===== src/rtl/core/sed_pkg.sv =====
// shared types, character codes and decode functions of the string escape decoder
`timescale 1ns / 1ps
`default_nettype none

package sed_pkg;

  localparam logic [7:0] CHAR_BACKSLASH = 8'h5C;
  localparam logic [7:0] CHAR_X         = 8'h78;
  localparam logic [7:0] CHAR_QUOTE     = 8'h22;
  localparam logic [7:0] CHAR_ZERO      = 8'h30;
  localparam logic [7:0] CHAR_N         = 8'h6E;
  localparam logic [7:0] CHAR_T         = 8'h74;
  localparam logic [7:0] CHAR_R         = 8'h72;
  localparam logic [7:0] CHAR_A         = 8'h61;
  localparam logic [7:0] CHAR_B         = 8'h62;
  localparam logic [7:0] CHAR_F         = 8'h66;
  localparam logic [7:0] CHAR_V         = 8'h76;

  localparam logic [1:0] WORDS_ONE   = 2'd1;
  localparam logic [1:0] WORDS_TWO   = 2'd2;
  localparam logic [1:0] WORDS_THREE = 2'd3;
  localparam logic [1:0] WORDS_NONE  = 2'd0;

  // one decoded group of words from one input byte
  typedef struct packed {
    logic [1:0]      count;
    logic [2:0][7:0] data;
    logic            last;
    logic            bad;
  } cmd_t;

  // {valid, digit}
  function automatic logic [4:0] hex_digit(input logic [7:0] c);
    logic [4:0] r;
    r = 5'd0;
    if (c >= 8'h30 && c <= 8'h39) r = {1'b1, 4'(c - 8'h30)};
    else if (c >= 8'h61 && c <= 8'h66) r = {1'b1, 4'(c - 8'h57)};
    else if (c >= 8'h41 && c <= 8'h46) r = {1'b1, 4'(c - 8'h37)};
    return r;
  endfunction

  // {hit, decoded byte}
  function automatic logic [8:0] simple_escape(input logic [7:0] c);
    logic [8:0] r;
    case (c)
      CHAR_N:         r = {1'b1, 8'd10};
      CHAR_T:         r = {1'b1, 8'd9};
      CHAR_R:         r = {1'b1, 8'd13};
      CHAR_BACKSLASH: r = {1'b1, CHAR_BACKSLASH};
      CHAR_QUOTE:     r = {1'b1, 8'd34};
      CHAR_ZERO:      r = {1'b1, 8'd0};
      CHAR_A:         r = {1'b1, 8'd7};
      CHAR_B:         r = {1'b1, 8'd8};
      CHAR_F:         r = {1'b1, 8'd12};
      CHAR_V:         r = {1'b1, 8'd11};
      default:        r = 9'd0;
    endcase
    return r;
  endfunction

endpackage

`default_nettype wire


===== src/rtl/core/string_escape_decoder_unit.sv =====
// Decodes C string literal bytes: a byte-wide stream of raw characters with
// the string end marked by last_in. Each accepted input word yields zero to
// three decoded output words on the output channel; last_out marks the final
// decoded word of a string and bad_hex flags a hex escape with no valid
// leading digit (that word carries 0).
// With an empty queue the first word caused by an input is written into the
// queue by the accepting edge and then loaded into the output register once
// that register is free.
// Throughput: one input word per cycle while the queue has room; the back
// end emits one output word per cycle while out_ready is high, so an input
// that expands to two or three words (unknown escape, string ending inside
// a hex escape) emits its words in turn, absorbed by the QUEUE_DEPTH-entry
// group queue; in_ready drops only when it is full. A stalled receiver holds
// the output register and back-pressures the input once the queue fills.
// Reset (synchronous): decoder returns to plain text, queue is emptied and
// out_valid clears.
`timescale 1ns / 1ps
`default_nettype none

module string_escape_decoder_unit #(
  parameter int QUEUE_DEPTH = 4
) (
  input  wire logic       clk,
  input  wire logic       rst,
  input  wire logic       in_valid,
  output logic            in_ready,
  input  wire logic [7:0] char_in,
  input  wire logic       last_in,
  output logic            out_valid,
  input  wire logic       out_ready,
  output logic [7:0]      char_out,
  output logic            last_out,
  output logic            bad_hex
);

  sed_pkg::cmd_t cmd, head;
  logic          cmd_push, head_valid, pop, accept;

  assign accept = in_valid && in_ready;

  sed_front u_front (
    .clk      (clk),
    .rst      (rst),
    .accept   (accept),
    .char_in  (char_in),
    .last_in  (last_in),
    .cmd      (cmd),
    .cmd_push (cmd_push)
  );

  sed_queue #(
    .DEPTH (QUEUE_DEPTH)
  ) u_queue (
    .clk        (clk),
    .rst        (rst),
    .push       (cmd_push),
    .push_cmd   (cmd),
    .ready      (in_ready),
    .pop        (pop),
    .head       (head),
    .head_valid (head_valid)
  );

  sed_back u_back (
    .clk        (clk),
    .rst        (rst),
    .head       (head),
    .head_valid (head_valid),
    .pop        (pop),
    .out_valid  (out_valid),
    .out_ready  (out_ready),
    .char_out   (char_out),
    .last_out   (last_out),
    .bad_hex    (bad_hex)
  );

endmodule

`default_nettype wire


===== src/rtl/core/sed_front.sv =====
// front end: escape state machine that turns each input byte into a word group
`timescale 1ns / 1ps
`default_nettype none

module sed_front (
  input  wire logic          clk,
  input  wire logic          rst,
  input  wire logic          accept,
  input  wire logic [7:0]    char_in,
  input  wire logic          last_in,
  output sed_pkg::cmd_t      cmd,
  output logic               cmd_push
);

  typedef enum logic [1:0] {
    MODE_PLAIN = 2'd0,
    MODE_ESC   = 2'd1,
    MODE_HEX1  = 2'd2,
    MODE_HEX2  = 2'd3
  } mode_t;

  mode_t      mode, mode_next;
  logic [7:0] first_hex_byte, first_hex_byte_next;
  logic [8:0] esc;
  logic [4:0] d1, d2;

  always_comb begin
    esc = sed_pkg::simple_escape(char_in);
    d1  = sed_pkg::hex_digit(first_hex_byte);
    d2  = sed_pkg::hex_digit(char_in);
    mode_next           = mode;
    first_hex_byte_next = first_hex_byte;
    cmd.count = sed_pkg::WORDS_NONE;
    cmd.data  = '0;
    cmd.last  = last_in;
    cmd.bad   = 1'b0;
    case (mode)
      MODE_PLAIN: begin
        if (char_in == sed_pkg::CHAR_BACKSLASH && !last_in) begin
          mode_next = MODE_ESC;
        end else begin
          cmd.count   = sed_pkg::WORDS_ONE;
          cmd.data[0] = char_in;
        end
      end
      MODE_ESC: begin
        mode_next = MODE_PLAIN;
        if (esc[8]) begin
          cmd.count   = sed_pkg::WORDS_ONE;
          cmd.data[0] = esc[7:0];
        end else if (char_in == sed_pkg::CHAR_X && !last_in) begin
          mode_next = MODE_HEX1;
        end else begin
          cmd.count   = sed_pkg::WORDS_TWO;
          cmd.data[0] = sed_pkg::CHAR_BACKSLASH;
          cmd.data[1] = char_in;
        end
      end
      MODE_HEX1: begin
        if (last_in) begin
          // string ended inside the escape: pass everything through
          mode_next   = MODE_PLAIN;
          cmd.count   = sed_pkg::WORDS_THREE;
          cmd.data[0] = sed_pkg::CHAR_BACKSLASH;
          cmd.data[1] = sed_pkg::CHAR_X;
          cmd.data[2] = char_in;
        end else begin
          first_hex_byte_next = char_in;
          mode_next           = MODE_HEX2;
        end
      end
      default: begin
        mode_next           = MODE_PLAIN;
        first_hex_byte_next = 8'd0;
        cmd.count           = sed_pkg::WORDS_ONE;
        if (!d1[4]) begin
          cmd.bad = 1'b1;
        end else if (!d2[4]) begin
          cmd.data[0] = {4'd0, d1[3:0]};
        end else begin
          cmd.data[0] = {d1[3:0], d2[3:0]};
        end
      end
    endcase
    if (last_in) begin
      mode_next           = MODE_PLAIN;
      first_hex_byte_next = 8'd0;
    end
    cmd_push = accept && (cmd.count != sed_pkg::WORDS_NONE);
  end

  always_ff @(posedge clk) begin
    if (rst) begin
      mode           <= MODE_PLAIN;
      first_hex_byte <= 8'd0;
    end else if (accept) begin
      mode           <= mode_next;
      first_hex_byte <= first_hex_byte_next;
    end
  end

`ifndef SYNTHESIS
  // a string end always leaves the decoder in plain text
  a_last_resets_mode: assert property (@(posedge clk) disable iff (rst)
    accept && last_in |=> mode == MODE_PLAIN)
    else $error("escape mode not cleared after string end");
  // every string end produces at least one word
  a_last_pushes: assert property (@(posedge clk) disable iff (rst)
    accept && last_in |-> cmd_push)
    else $error("string end produced no word");
`endif

endmodule

`default_nettype wire


===== src/rtl/core/sed_queue.sv =====
// short queue of word groups between the front and back ends
`timescale 1ns / 1ps
`default_nettype none

module sed_queue #(
  parameter int DEPTH = 4
) (
  input  wire logic          clk,
  input  wire logic          rst,
  input  wire logic          push,
  input  wire sed_pkg::cmd_t push_cmd,
  output logic               ready,
  input  wire logic          pop,
  output sed_pkg::cmd_t      head,
  output logic               head_valid
);

  localparam int PTR_W = (DEPTH > 1) ? $clog2(DEPTH) : 1;
  localparam int CNT_W = $clog2(DEPTH + 1);

  sed_pkg::cmd_t     slots [DEPTH];
  logic [PTR_W-1:0]  wr_ptr, rd_ptr;
  logic [CNT_W-1:0]  count;

  assign ready      = count != CNT_W'(DEPTH);
  assign head_valid = count != '0;
  assign head       = slots[rd_ptr];

  always_ff @(posedge clk) begin
    if (push) slots[wr_ptr] <= push_cmd;
  end

  always_ff @(posedge clk) begin
    if (rst) begin
      wr_ptr <= '0;
      rd_ptr <= '0;
      count  <= '0;
    end else begin
      if (push) wr_ptr <= (wr_ptr == PTR_W'(DEPTH - 1)) ? '0 : wr_ptr + 1'b1;
      if (pop)  rd_ptr <= (rd_ptr == PTR_W'(DEPTH - 1)) ? '0 : rd_ptr + 1'b1;
      if (push && !pop)      count <= count + 1'b1;
      else if (pop && !push) count <= count - 1'b1;
    end
  end

`ifndef SYNTHESIS
  a_no_overflow: assert property (@(posedge clk) disable iff (rst)
    push |-> ready || pop)
    else $error("queue written while full");
  a_no_underflow: assert property (@(posedge clk) disable iff (rst)
    pop |-> head_valid)
    else $error("queue read while empty");
`endif

endmodule

`default_nettype wire


===== src/rtl/core/sed_back.sv =====
// back end: steps through each word group and drives the output register
`timescale 1ns / 1ps
`default_nettype none

module sed_back (
  input  wire logic          clk,
  input  wire logic          rst,
  input  wire sed_pkg::cmd_t head,
  input  wire logic          head_valid,
  output logic               pop,
  output logic               out_valid,
  input  wire logic          out_ready,
  output logic [7:0]         char_out,
  output logic               last_out,
  output logic               bad_hex
);

  logic [1:0] idx;
  logic       load, final_word;
  logic [7:0] sel_byte;

  assign load       = head_valid && (!out_valid || out_ready);
  assign final_word = (idx == head.count - 2'd1);
  assign pop        = load && final_word;

  always_comb begin
    case (idx)
      2'd0:    sel_byte = head.data[0];
      2'd1:    sel_byte = head.data[1];
      default: sel_byte = head.data[2];
    endcase
  end

  always_ff @(posedge clk) begin
    if (rst) begin
      out_valid <= 1'b0;
      idx       <= 2'd0;
    end else begin
      if (load) begin
        out_valid <= 1'b1;
        idx       <= final_word ? 2'd0 : idx + 2'd1;
      end else if (out_ready) begin
        out_valid <= 1'b0;
      end
    end
  end

  always_ff @(posedge clk) begin
    if (load) begin
      char_out <= sel_byte;
      last_out <= head.last && final_word;
      bad_hex  <= head.bad;
    end
  end

`ifndef SYNTHESIS
  // word index stays inside the group at the head
  a_idx_in_group: assert property (@(posedge clk) disable iff (rst)
    head_valid |-> idx < head.count)
    else $error("word index past end of group");
`endif

endmodule

`default_nettype wire


===== config.mk =====
export PLATFORM = sky130hd
export DESIGN_NAME = string_escape_decoder_unit
export DESIGN_NICKNAME = d
export VERILOG_FILES = /design/src/rtl/core/sed_pkg.sv /design/src/rtl/core/string_escape_decoder_unit.sv /design/src/rtl/core/sed_front.sv /design/src/rtl/core/sed_queue.sv /design/src/rtl/core/sed_back.sv
export SDC_FILE = /design/constraint.sdc
export NUM_CORES = 1
export LEC_CHECK = 0
export BUFFER_PORTS_ARGS = -buffer_cell sky130_fd_sc_hd__buf_2
export CORE_UTILIZATION = 56
export CTS_CLUSTER_DIAMETER = 50
export CTS_CLUSTER_SIZE = 40
export DETAILED_ROUTE_END_ITERATION = 8
export GPL_TIMING_DRIVEN = 0
export PLACE_DENSITY_LB_ADDON = 0.08
export SLEW_MARGIN = 20
export SYNTH_ARGS = -nofsm -noshare
export SYNTH_HDL_FRONTEND = slang
export SYNTH_HIERARCHICAL = 1
export SYNTH_SLANG_ARGS = --single-unit

===== constraint.sdc =====
create_clock -name clk -period 3.21 [get_ports clk]
set_input_delay 0.642 -clock clk [delete_from_list [all_inputs] [get_ports clk]]
set_output_delay 0.642 -clock clk [all_outputs]
set_load 0.03 [all_outputs]

==> impl_metrics.yaml, run 1 <==
status:
  outcome: "finished with violations"
  violations: "DRC"
synth:
  ys_seq_area_share_pct: 61.08
  synth_edf_count: 122
  synthTopCellsByArea: "edfxtp_1, mux4_2, dfxtp_1, ha_1, mux4_1"
  yosysWarnings: 6
  syn_nets: 489
  synth-seq-cells: 144
  synthDistinctLibCells: 71
  synth_top_area_share_pct: 54.53
  yosys.area.top_type: "edfxtp_1"
  synth-async-reset-ratio_pct: 0
  synthCells: 455
  netlist_area_mm2: 0.006719
  ys.flop_type: "edfxtp_1"
  syn_area_per_cell_um2: 14.77
setup_path:
  path_cells: "buf_2, inv_1, ha_1, and4b_4, a21oi_1, nor2_1, a211oi_4, ha_1, inv_1, fa_1, xor2_1, or3_1, a21oi_1"
  cp_top_family: "adder cells"
  end_kind: "flip-flop"
  crit_arrival_ps: 3450
  path_class: "primary input to flip-flop"
  slowest_delay_ps: 380
  cp-start-kind: "primary input"
  required_ps: 3560
  crit_buf_inv: 3
  crit_fanout: 9
  cpMaxStageDelayCell: "fa_1"
layout:
  synthToLayoutAreaGrowth_pct: 15.59
  fill_cells: 805
  multi_input_area_mm2: 0.002437
  regArea_mm2: 0.004104
  drive_gt1_share_pct: 23.26
  fin_nets: 537
  fin_area_mm2: 0.007766
  num_antenna_cells: 0
job:
  maxCapViolations: 0
global_routing:
  grt_usage_pct: 24.02
  grt_max_degree: 28
  grt_pass1_wl_um: 22010
  grt_pass1_vias: 4044
  antenna_found_initial: 0
  gr-total-overflow: 0
clock_tree:
  htree_num_levels: 4
  cts_num_sinks: 144
  clockRootBuffer: "clkbuf_16"
  clkLatencyLatePin_ps: 420
  path_clk_slew_ps: 60
  ctsHoldBuffers: 0
  cts_buffers: 17
  clockBufferDepth: 2
  cts_tree: "yes"
timing:
  finalClockSkew_ps: 9.203
  rsz0062_at_grt: "no"
  relSlewSlack_pct: 47.87
  hold_violations: 0
  slew_violations: 0
  finalCritPeriodShare_pct: 96.34
  tns_ps: 0
  period_needed_ps: 3093
  worstMarginPinSlew_ps: 772.2
  setup_slack_ps: 117.4
  setup_viol: 0
  holdWs_ps: 424.7
  fmax_ghz: 0.3234
detailed_routing:
  drtPass1Iterations: 7
  drt_iter0_drc: 275
  drc: 6
  wirelength_um: 13720
  viasPerCell: 6.132
  drtAntennaViolNets: 0
  wl_per_cell_um: 20.82
  vias: 4041
floorplanning:
  core_mm2: 0.01156
  initial_core_util_pct: 58.10
  ios: 25
  die_area_mm2: 0.01244
  fp.dieH_um: 111.5
  row_count: 39
  die_w_um: 111.5
placement:
  dp_hpwl_um: 9188
  portBuffers: 23
  place.gp.congestion: 0.8615
  dpl_cell_area_mm2: 0.007103
  preCtsSetupSlack_ps: -595.1
power:
  ir_worst_vdd_uv: 393.1
  power.leakage_nw: 2.831
  p_per_area_mw_per_mm2: 770.2
worst_hold_path:
  hp-class: "primary input to flip-flop"
## logic make-up after synthesis
kind of cell | after synthesis | synth area share, %
AOI/OAI and AO/OA | 81 | 8.603
muxes | 36 | 11.02
buffers and inverters | 38 | 3.184
xor gates and xnor gates | 6 | 0.7823
adders and majority gates | 21 | 4.022
and+or+nand+nor | 129 | 11.30
DFF | 144 | 61.08
## cells in the mapped netlist, drive strengths merged, types with 4 or more instances
library cell and n:
a211oi 4, a21o 8, a21oi 19, a22oi 9, a32oi 5, and2 8, and3 11, buf 18
dfxtp 22, edfxtp 122, ha 20, inv 17, mux2i 8, mux4 28, nand2 33, nand2b 7
nand3 14, nor2 17, nor2b 7, nor3 6, o211ai 5, o21ai 6, o221ai 4
## final cells by class
type | count | area share [%]
Clock inverter | 15 | 2.497
Tap cell | 143 | 2.304
Buffer | 21 | 1.966
Multi-Input combinational cell | 273 | 31.38
Inverter | 17 | 0.8217
Timing Repair Buffer | 29 | 2.707
Clock buffer | 17 | 5.478
Sequential cell | 144 | 52.84
## placed cells by master, fill, tap and decap left out, drive strengths merged, types with 8 or more instances in the layout
| cell | instances |
|---|---|
| a21o | 8 |
| a21oi | 19 |
| a22oi | 9 |
| and2 | 8 |
| and3 | 11 |
| buf | 47 |
| clkbuf | 20 |
| clkinv | 10 |
| dfxtp | 22 |
| edfxtp | 122 |
| ha | 20 |
| inv | 17 |
| mux2i | 8 |
| mux4 | 28 |
| nand2 | 33 |
| nand3 | 14 |
| nor2 | 17 |
## layer usage
metal	track usage, %	part of all wire (%)	vias to the layer above
met5	0	0	-
met4	7.748	1.3	0
met3	5.553	4.9	16
met2	38.38	49	101
met1	32.94	45	2035
li1	-	-	1889
## through the flow
stage	total power, W	util [%]	std cells
floorplan	0.003544	-	455
global placement	0.003881	60.68	621
detailed placement	0.003939	61.42	625
CTS	0.005988	66.94	658
global route	0.006238	67.15	659
finish	0.005982	67.15	659
## power breakdown
| part | total (W) | internal, W | switching, W |
|---|---|---|---|
| combinational | 0.00154 | 0.000675 | 0.000868 |
| clock | 0.00202 | 0.00129 | 0.000726 |
| sequential | 0.00242 | 0.00233 | 0.0000859 |
## path summary, 6_finish.rpt
check	endpoint	depth (start not counted)	start	slack, ps
hold / removal	u_queue/slots[1][1]$_DFFE_PP_	1	last_in	420
setup / recovery	u_queue/count[2]$_SDFFE_PP0P_	13	char_in[1]	120
setup reg to reg	u_queue/count[2]$_SDFFE_PP0P_	12	flip-flop	190
hold reg to reg	u_front/first_hex_byte[5]$_SDFFE_PP0P_	2	u_front/first_hex_byte[5]$_SDFFE_PP0P_	450
## flip-flops by register name, summed over array words and instances, names as in the netlist, named ones only
| name | flops |
|---|---|
| u_back/bad_hex | 1 |
| u_queue/wr_ptr | 2 |
| u_queue/count | 3 |
| u_back/out_valid | 1 |
| u_queue/rd_ptr | 2 |
| u_queue/slots | 112 |
| u_back/idx | 2 |
| u_front/mode | 2 |
| u_front/first_hex_byte | 8 |
| u_back/char_out | 8 |
| u_back/last_out | 1 |
## repair_timing
item                       in CTS  in global routing
setup endpoints to repair       1                  2
setup buffers                   1                  1
gates cloned                    0                  0
pin swaps                       1                  0
hold endpoints to repair        0                  0
gates resized for setup         2                  7
No activity file was read; power rests on OpenSTA's default activity.
==> run 2, diff against run 1 <==
--- a/config.mk
+++ b/config.mk
@@ -11,7 +11,7 @@
 export CTS_CLUSTER_SIZE = 40
 export DETAILED_ROUTE_END_ITERATION = 8
 export GPL_TIMING_DRIVEN = 0
-export PLACE_DENSITY_LB_ADDON = 0.08
+export PLACE_DENSITY = 0.82
 export SLEW_MARGIN = 20
 export SYNTH_ARGS = -nofsm -noshare
 export SYNTH_HDL_FRONTEND = slang
==> constraint.sdc (replaced) <==
create_clock -name clk -period 3.21 [get_ports clk]
set_input_delay 0.642 -clock clk [delete_from_list [all_inputs] [get_ports clk]]
set_output_delay 0.642 -clock clk [all_outputs]
set_load 0.005 [all_outputs]
==> run 2 against run 1 <==
  * The run still ends with DRC left
  * Sequential share of layout area shrank 0.068 points
  * Power fell by 1.0%
  * Die area did not move
  * Cell area up 0.13%
  * Combinational power decreased by 3%
  * Non-clock buffer count is 3 higher
  * Sequential power hardly changed
==> impl_metrics.yaml, run 2 (same netlist as run 1, synthesis figures left out) <==
status:
  outcome: "finished with violations"
  violations: "DRC"
clock_tree:
  clkLatencyLatePin_ps: 420
  clockRootBuffer: "clkbuf_16"
  path_clk_slew_ps: 60
  htree_num_levels: 4
  cts_tree: "yes"
  clockBufferDepth: 2
  cts_buffers: 17
  cts_num_sinks: 144
timing:
  tns_ps: 0
  finalClockSkew_ps: 7.320
  relSlewSlack_pct: 41.85
  holdWs_ps: 433.6
  period_needed_ps: 3112
  fmax_ghz: 0.3213
  finalCritPeriodShare_pct: 96.96
  slew_violations: 0
  hold_violations: 0
  setup_viol: 0
  worstMarginPinSlew_ps: 861.3
  rsz0062_at_grt: "no"
floorplanning:
  die_area_mm2: 0.01244
  row_count: 39
  core_mm2: 0.01156
  fp.dieH_um: 111.5
  initial_core_util_pct: 58.10
  die_w_um: 111.5
  ios: 25
worst_hold_path:
  hp-class: "primary input to flip-flop"
detailed_routing:
  drt_iter0_drc: 470
  viasPerCell: 6.502
  drtPass1Iterations: 8
  drtAntennaViolNets: 0
  vias: 4304
  wl_per_cell_um: 22.75
  wirelength_um: 15060
  drc: 2
layout:
  fin_nets: 540
  drive_gt1_share_pct: 24.28
  largest_reg_flops: 112
  synthToLayoutAreaGrowth_pct: 15.74
  regMostFlops: "u_queue/slots"
  final_util_pct: 67.24
  num_antenna_cells: 0
  layoutNonFillerInstCount: 662
  fill_cells: 745
  reg.largest.list: "u_queue/slots x112, u_back/char_out x8, u_front/first_hex_byte x8"
  final_common_cell: "edfxtp_1"
  final_cell_mix: "edfxtp_1, buf_2, nand2_1"
power:
  p_per_area_mw_per_mm2: 761.4
  ir_worst_vdd_uv: 347.4
  power_w: 0.005921
  power_frac_comb_pct: 25.1
  p_seq_share_pct: 41.1
  internal-power_w: 0.004261
  power.leakage_nw: 2.820
  p_sw_share_pct: 28.04
  switching_power_w: 0.001660
  p_clk_share_pct: 33.8
setup_path:
  crit_buf_inv: 4
  crit_arrival_ps: 3460
  path_class: "flip-flop to flip-flop"
  cpMostUsedCell: "inv_1"
  required_ps: 3560
  crit_fanout: 10
  cp-start-kind: "flip-flop"
  end_kind: "flip-flop"
  slowest_delay_ps: 380
  cpMaxStageDelayCell: "fa_1"
  path_cells: "buf_2, buf_4, mux4_2, nand2b_4, mux2i_4, and2_1, inv_1, ha_2, inv_1, fa_1, xor2_1, or3_1, a21oi_1"
  cp_top_family: "buffers and inverters"
placement:
  portBuffers: 23
  dp_cells: 624
  dp_hpwl_um: 9445
  place.gp.congestion: 0.9477
global_routing:
  gr-total-overflow: 0
  antenna_found_initial: 0
  grt_usage_pct: 25.87
  grt_max_degree: 29
  grt_pass1_wl_um: 23610
  grt_pass1_vias: 4262
job:
  maxCapViolations: 0
run 2: cell count changes in the layout (fill, tap and decap cells not counted), sizes merged:
cell / delta
bufinv: -1
buf: +3
inv: +4
clkinvlp: +4
clkinv: -7
run 2: metal layers:
metal  global-route usage [%]  vias up  part of all wire (%)
met5                        0        -                     0
met4                    10.63        0                   1.5
met3                    6.206       25                   7.1
met2                    43.46      225                    53
met1                    32.47     2149                    39
li1                         -     1905                     -
run 2: power groups by stage:
stage	combinational, W	clock (W)	sequential [W]
5_1_grt	0.00159	0.00209	0.00246
4_1_cts	0.00140	0.00202	0.00243
2_1_floorplan	0.000944	0	0.00245
6_report	0.00149	0.00200	0.00244
3_5_place_dp	0.00134	0	0.00246
3_3_place_gp	0.00126	0	0.00244
run 2: per-stage QoR:
stage          worst slack (ps)  instance area [um^2]
2_1_floorplan             139.1                  6724
5_1_grt                   11.92                  7776
3_5_place_dp             -497.4                  7083
4_1_cts                   5.249                  7706
6_report                  97.65                  7776
3_3_place_gp             -727.9                  7018
run 2: layout make-up:
cell class / instances / area (um^2) / area share, %
flip-flops and latches: 144 / 4104 / 52.78
multi-input cells: 273 / 2444 / 31.42
clock buffers: 17 / 425.4 / 5.471
repair buffers: 32 / 220.2 / 2.832
clock inverters: 15 / 183.9 / 2.365
well taps: 143 / 178.9 / 2.301
plain buffers: 21 / 156.4 / 2.011
inverters: 17 / 63.81 / 0.8206
run 2: path summary, 6_finish.rpt:
check	startpoint	end	slack (ps)	cells after the start
worst max-delay path	flip-flop	u_queue/count[2]$_SDFFE_PP0P_	100	13
worst min-delay path	last_in	u_queue/slots[1][1]$_DFFE_PP_	430	1
worst max register to register	flip-flop	u_queue/count[2]$_SDFFE_PP0P_	100	13
worst min register to register	u_front/first_hex_byte[7]$_SDFFE_PP0P_	u_front/first_hex_byte[7]$_SDFFE_PP0P_	470	2
run 2: what timing repair did:
item / CTS / global route
resized for setup: 3 / 8
setup buffers: 0 / 6
setup endpoints to repair: 2 / 2
pin swaps: 1 / 2
hold buffers: 0 / 0
==> run 3, diff against run 2 <==
--- a/config.mk
+++ b/config.mk
@@ -7,13 +7,12 @@
 export LEC_CHECK = 0
 export BUFFER_PORTS_ARGS = -buffer_cell sky130_fd_sc_hd__buf_2
 export CORE_UTILIZATION = 56
-export CTS_CLUSTER_DIAMETER = 50
 export CTS_CLUSTER_SIZE = 40
 export DETAILED_ROUTE_END_ITERATION = 8
 export GPL_TIMING_DRIVEN = 0
+export MAX_ROUTING_LAYER = met4
 export PLACE_DENSITY = 0.82
 export SLEW_MARGIN = 20
 export SYNTH_ARGS = -nofsm -noshare
 export SYNTH_HDL_FRONTEND = slang
-export SYNTH_HIERARCHICAL = 1
 export SYNTH_SLANG_ARGS = --single-unit
==> run 3 against run 2 <==
  * The flow still finishes with violations (DRC)
  * Sequential power is essentially flat
  * Critical path depth shrank 1
  * Power shrank 3.2%
  * Utilization grew 0.076 points
  * Global-route usage shrank 0.44 points
==> impl_metrics.yaml, run 3 <==
status:
  outcome: "finished with violations"
  violations: "DRC"
placement:
  dpl_cell_area_mm2: 0.007086
  dp_hpwl_um: 9391
  portBuffers: 21
  place.gp.congestion: 0.9242
setup_path:
  r2r_cells: 12
  slowest_delay_ps: 560
  cp_top_family: "multiplexers"
  path_class: "flip-flop to flip-flop"
  path_cells: "buf_6, mux4_2, xnor2_2, mux2i_4, nor2_4, inv_1, ha_1, inv_1, fa_1, xor2_1, or3_1, a21oi_1"
  r2r_end: "u_queue.count[2]$_SDFFE_PP0P_"
  cpMostUsedCell: "inv_1"
  required_ps: 3570
  rrSetupSlack_ps: 170
  crit_fanout: 10
  end_kind: "flip-flop"
  cpMaxStageDelayCell: "mux4_2"
  crit_arrival_ps: 3390
  cp-start-kind: "flip-flop"
  crit_buf_inv: 3
clock_tree:
  clockRootBuffer: "clkbuf_16"
  cts_buffers: 17
  ctsHoldBuffers: 0
  clkLatencyLatePin_ps: 430
  clockBufferDepth: 2
  cts_num_sinks: 144
  htree_num_levels: 4
  cts_tree: "yes"
  path_clk_slew_ps: 60
floorplanning:
  fp.dieH_um: 111.5
  ios: 25
  initial_core_util_pct: 58.08
  die_w_um: 111.5
  core_mm2: 0.01156
  row_count: 39
  die_area_mm2: 0.01244
synth:
  synth-async-reset-ratio_pct: 0
  netlist_area_mm2: 0.006716
  ys_seq_area_share_pct: 61.10
  synth_edf_count: 122
  synth_top_family_by_area: "multiplexers"
  synthTopCellsByArea: "edfxtp_1, mux4_2, dfxtp_1, ha_1, a21oi_1"
  yosys.area_share.adder_pct: 4.210
  yosysWarnings: 0
  synth_xor_area_share_pct: 0.5030
  synth_compound_area_share_pct: 9.575
  ys_top_cells_by_count: "edfxtp_1, mux4_2, dfxtp_1, a21oi_1, ha_1"
  synthDistinctLibCells: 75
  synth_top_area_share_pct: 54.55
  synth-seq-cells: 144
  syn_area_per_cell_um2: 14.60
  synth_simple_gate_area_share_pct: 10.62
  yosys.area.top_type: "edfxtp_1"
  synth.area.mux_share_pct: 10.90
  synth.most_common_cell: "edfxtp_1"
  ys.flop_type: "edfxtp_1"
  syn_nets: 495
  synthCells: 460
layout:
  fin_nets: 545
  drive_gt1_share_pct: 24.09
  num_antenna_cells: 0
  synthToLayoutAreaGrowth_pct: 15.91
  largest_reg_flops: 112
  reg.largest.list: "u_queue.slots x112, u_back.char_out x8, u_front.first_hex_byte x8"
  regMostFlops: "u_queue.slots"
  final_common_cell: "edfxtp_1"
  fill_cells: 785
  fin_area_mm2: 0.007785
  final_cell_mix: "edfxtp_1, mux4_2, buf_2"
power:
  ir_worst_vdd_uv: 590.3
  power.leakage_nw: 2.708
  p_per_area_mw_per_mm2: 736.3
  power_w: 0.005732
worst_hold_path:
  min_path_cells: 2
  hp-class: "flip-flop to flip-flop"
  hold_start: "u_front.first_hex_byte[6]$_SDFFE_PP0P_"
  hold_path_end: "u_front.first_hex_byte[6]$_SDFFE_PP0P_"
timing:
  relSlewSlack_pct: 41.56
  finalClockSkew_ps: 4.455
  fmax_ghz: 0.3295
  hold_violations: 0
  setup_viol: 0
  worstMarginPinSlew_ps: 876.6
  period_needed_ps: 3035
  finalCritPeriodShare_pct: 94.56
  slew_violations: 0
  tns_ps: 0
global_routing:
  antenna_found_initial: 0
  gr-total-overflow: 0
  grt_pass1_wl_um: 22440
  grt_pass1_vias: 4153
  grt_max_degree: 27
  grt_usage_pct: 25.43
detailed_routing:
  wirelength_um: 14370
  drt_iter0_drc: 304
  drtPass1Iterations: 7
  drtAntennaViolNets: 0
  viasPerCell: 6.260
  drc: 3
  wl_per_cell_um: 21.57
  vias: 4169
job:
  maxCapViolations: 0
==> run 3: cell type report <==
type                    instances  area (um^2)  share of cell area, %
multi-input cells             272         2429                  31.20
repair buffers                 31        230.2                  2.957
inverters                      18        67.56                 0.8679
clock inverters                15        210.2                  2.700
clock buffers                  17        425.4                  5.464
flip-flops and latches        144         4104                  52.72
well taps                     143        178.9                  2.298
plain buffers                  26        140.1                  1.800
==> run 3: repair_timing <==
item / in CTS / in global routing
gates resized for setup: 1 / 3
pin swaps: 0 / 1
cloned: 0 / 0
buffers inserted: 0 / 6
setup endpoints to repair: 1 / 1
==> run 3: worst max-delay path by stage <==
| stage | end | slack, ps | depth (start not counted) |
|---|---|---|---|
| after floorplan | u_queue.count[2]$_SDFFE_PP0P_ | 180 | 12 |
| after CTS | u_queue.count[2]$_SDFFE_PP0P_ | 60 | 13 |
| after global routing | u_queue.count[2]$_SDFFE_PP0P_ | -10 | 12 |
| after global placement | u_queue.slots[3][0]$_DFFE_PP_ | -700 | 8 |
| after detailed placement | u_queue.count[2]$_SDFFE_PP0P_ | -450 | 13 |
| final | u_queue.count[2]$_SDFFE_PP0P_ | 170 | 12 |
==> run 3: routing by layer <==
metal,track usage [%],wire length [um]
met2,40.00,7124
met5,-,0
met1,31.03,5980
met3,6.260,856
met4,12.25,403
==> run 3: worst register-to-register path, cell delays in order, from the launching register on <==
cell and delay [ps]:
dfxtp_1 330, buf_6 180, mux4_2 560, xnor2_2 220, mux2i_4 310, nor2_4 80
inv_1 70, ha_1 190, inv_1 60, fa_1 370, xor2_1 170, or3_1 300
a21oi_1 130
==> run 3: metrics by stage <==
step / hold slack, ps / utilization (%) / std cells / worst slack, ps
6_report: 457.7 / 67.32 / 666 / 174.6
5_1_grt: 490.5 / 67.32 / 666 / -9.792
4_1_cts: 463.8 / 66.83 / 660 / 57.65
3_5_place_dp: 455.1 / 61.27 / 628 / -453.4
3_3_place_gp: 443.9 / 60.53 / 624 / -700.5
2_1_floorplan: 431.8 / - / 460 / 178.1
==> run 3: cell families (layout without fill, tap and decap cells) <==
logic type	after synthesis	after routing
simple gates	122	122
mux	37	37
xor+xnor	3	3
buf+inv	44	107
flops	144	144
fa+ha+maj	22	22
compound gates	88	88
==> run 3: power breakdown <==
part | total [W] | switching [W] | internal, W
Sequential | 0.00245 | 0.0000888 | 0.00236
Clock | 0.00209 | 0.000781 | 0.00131
Combinational | 0.00120 | 0.000637 | 0.000560
Total | 0.00573 | 0.00151 | 0.00423
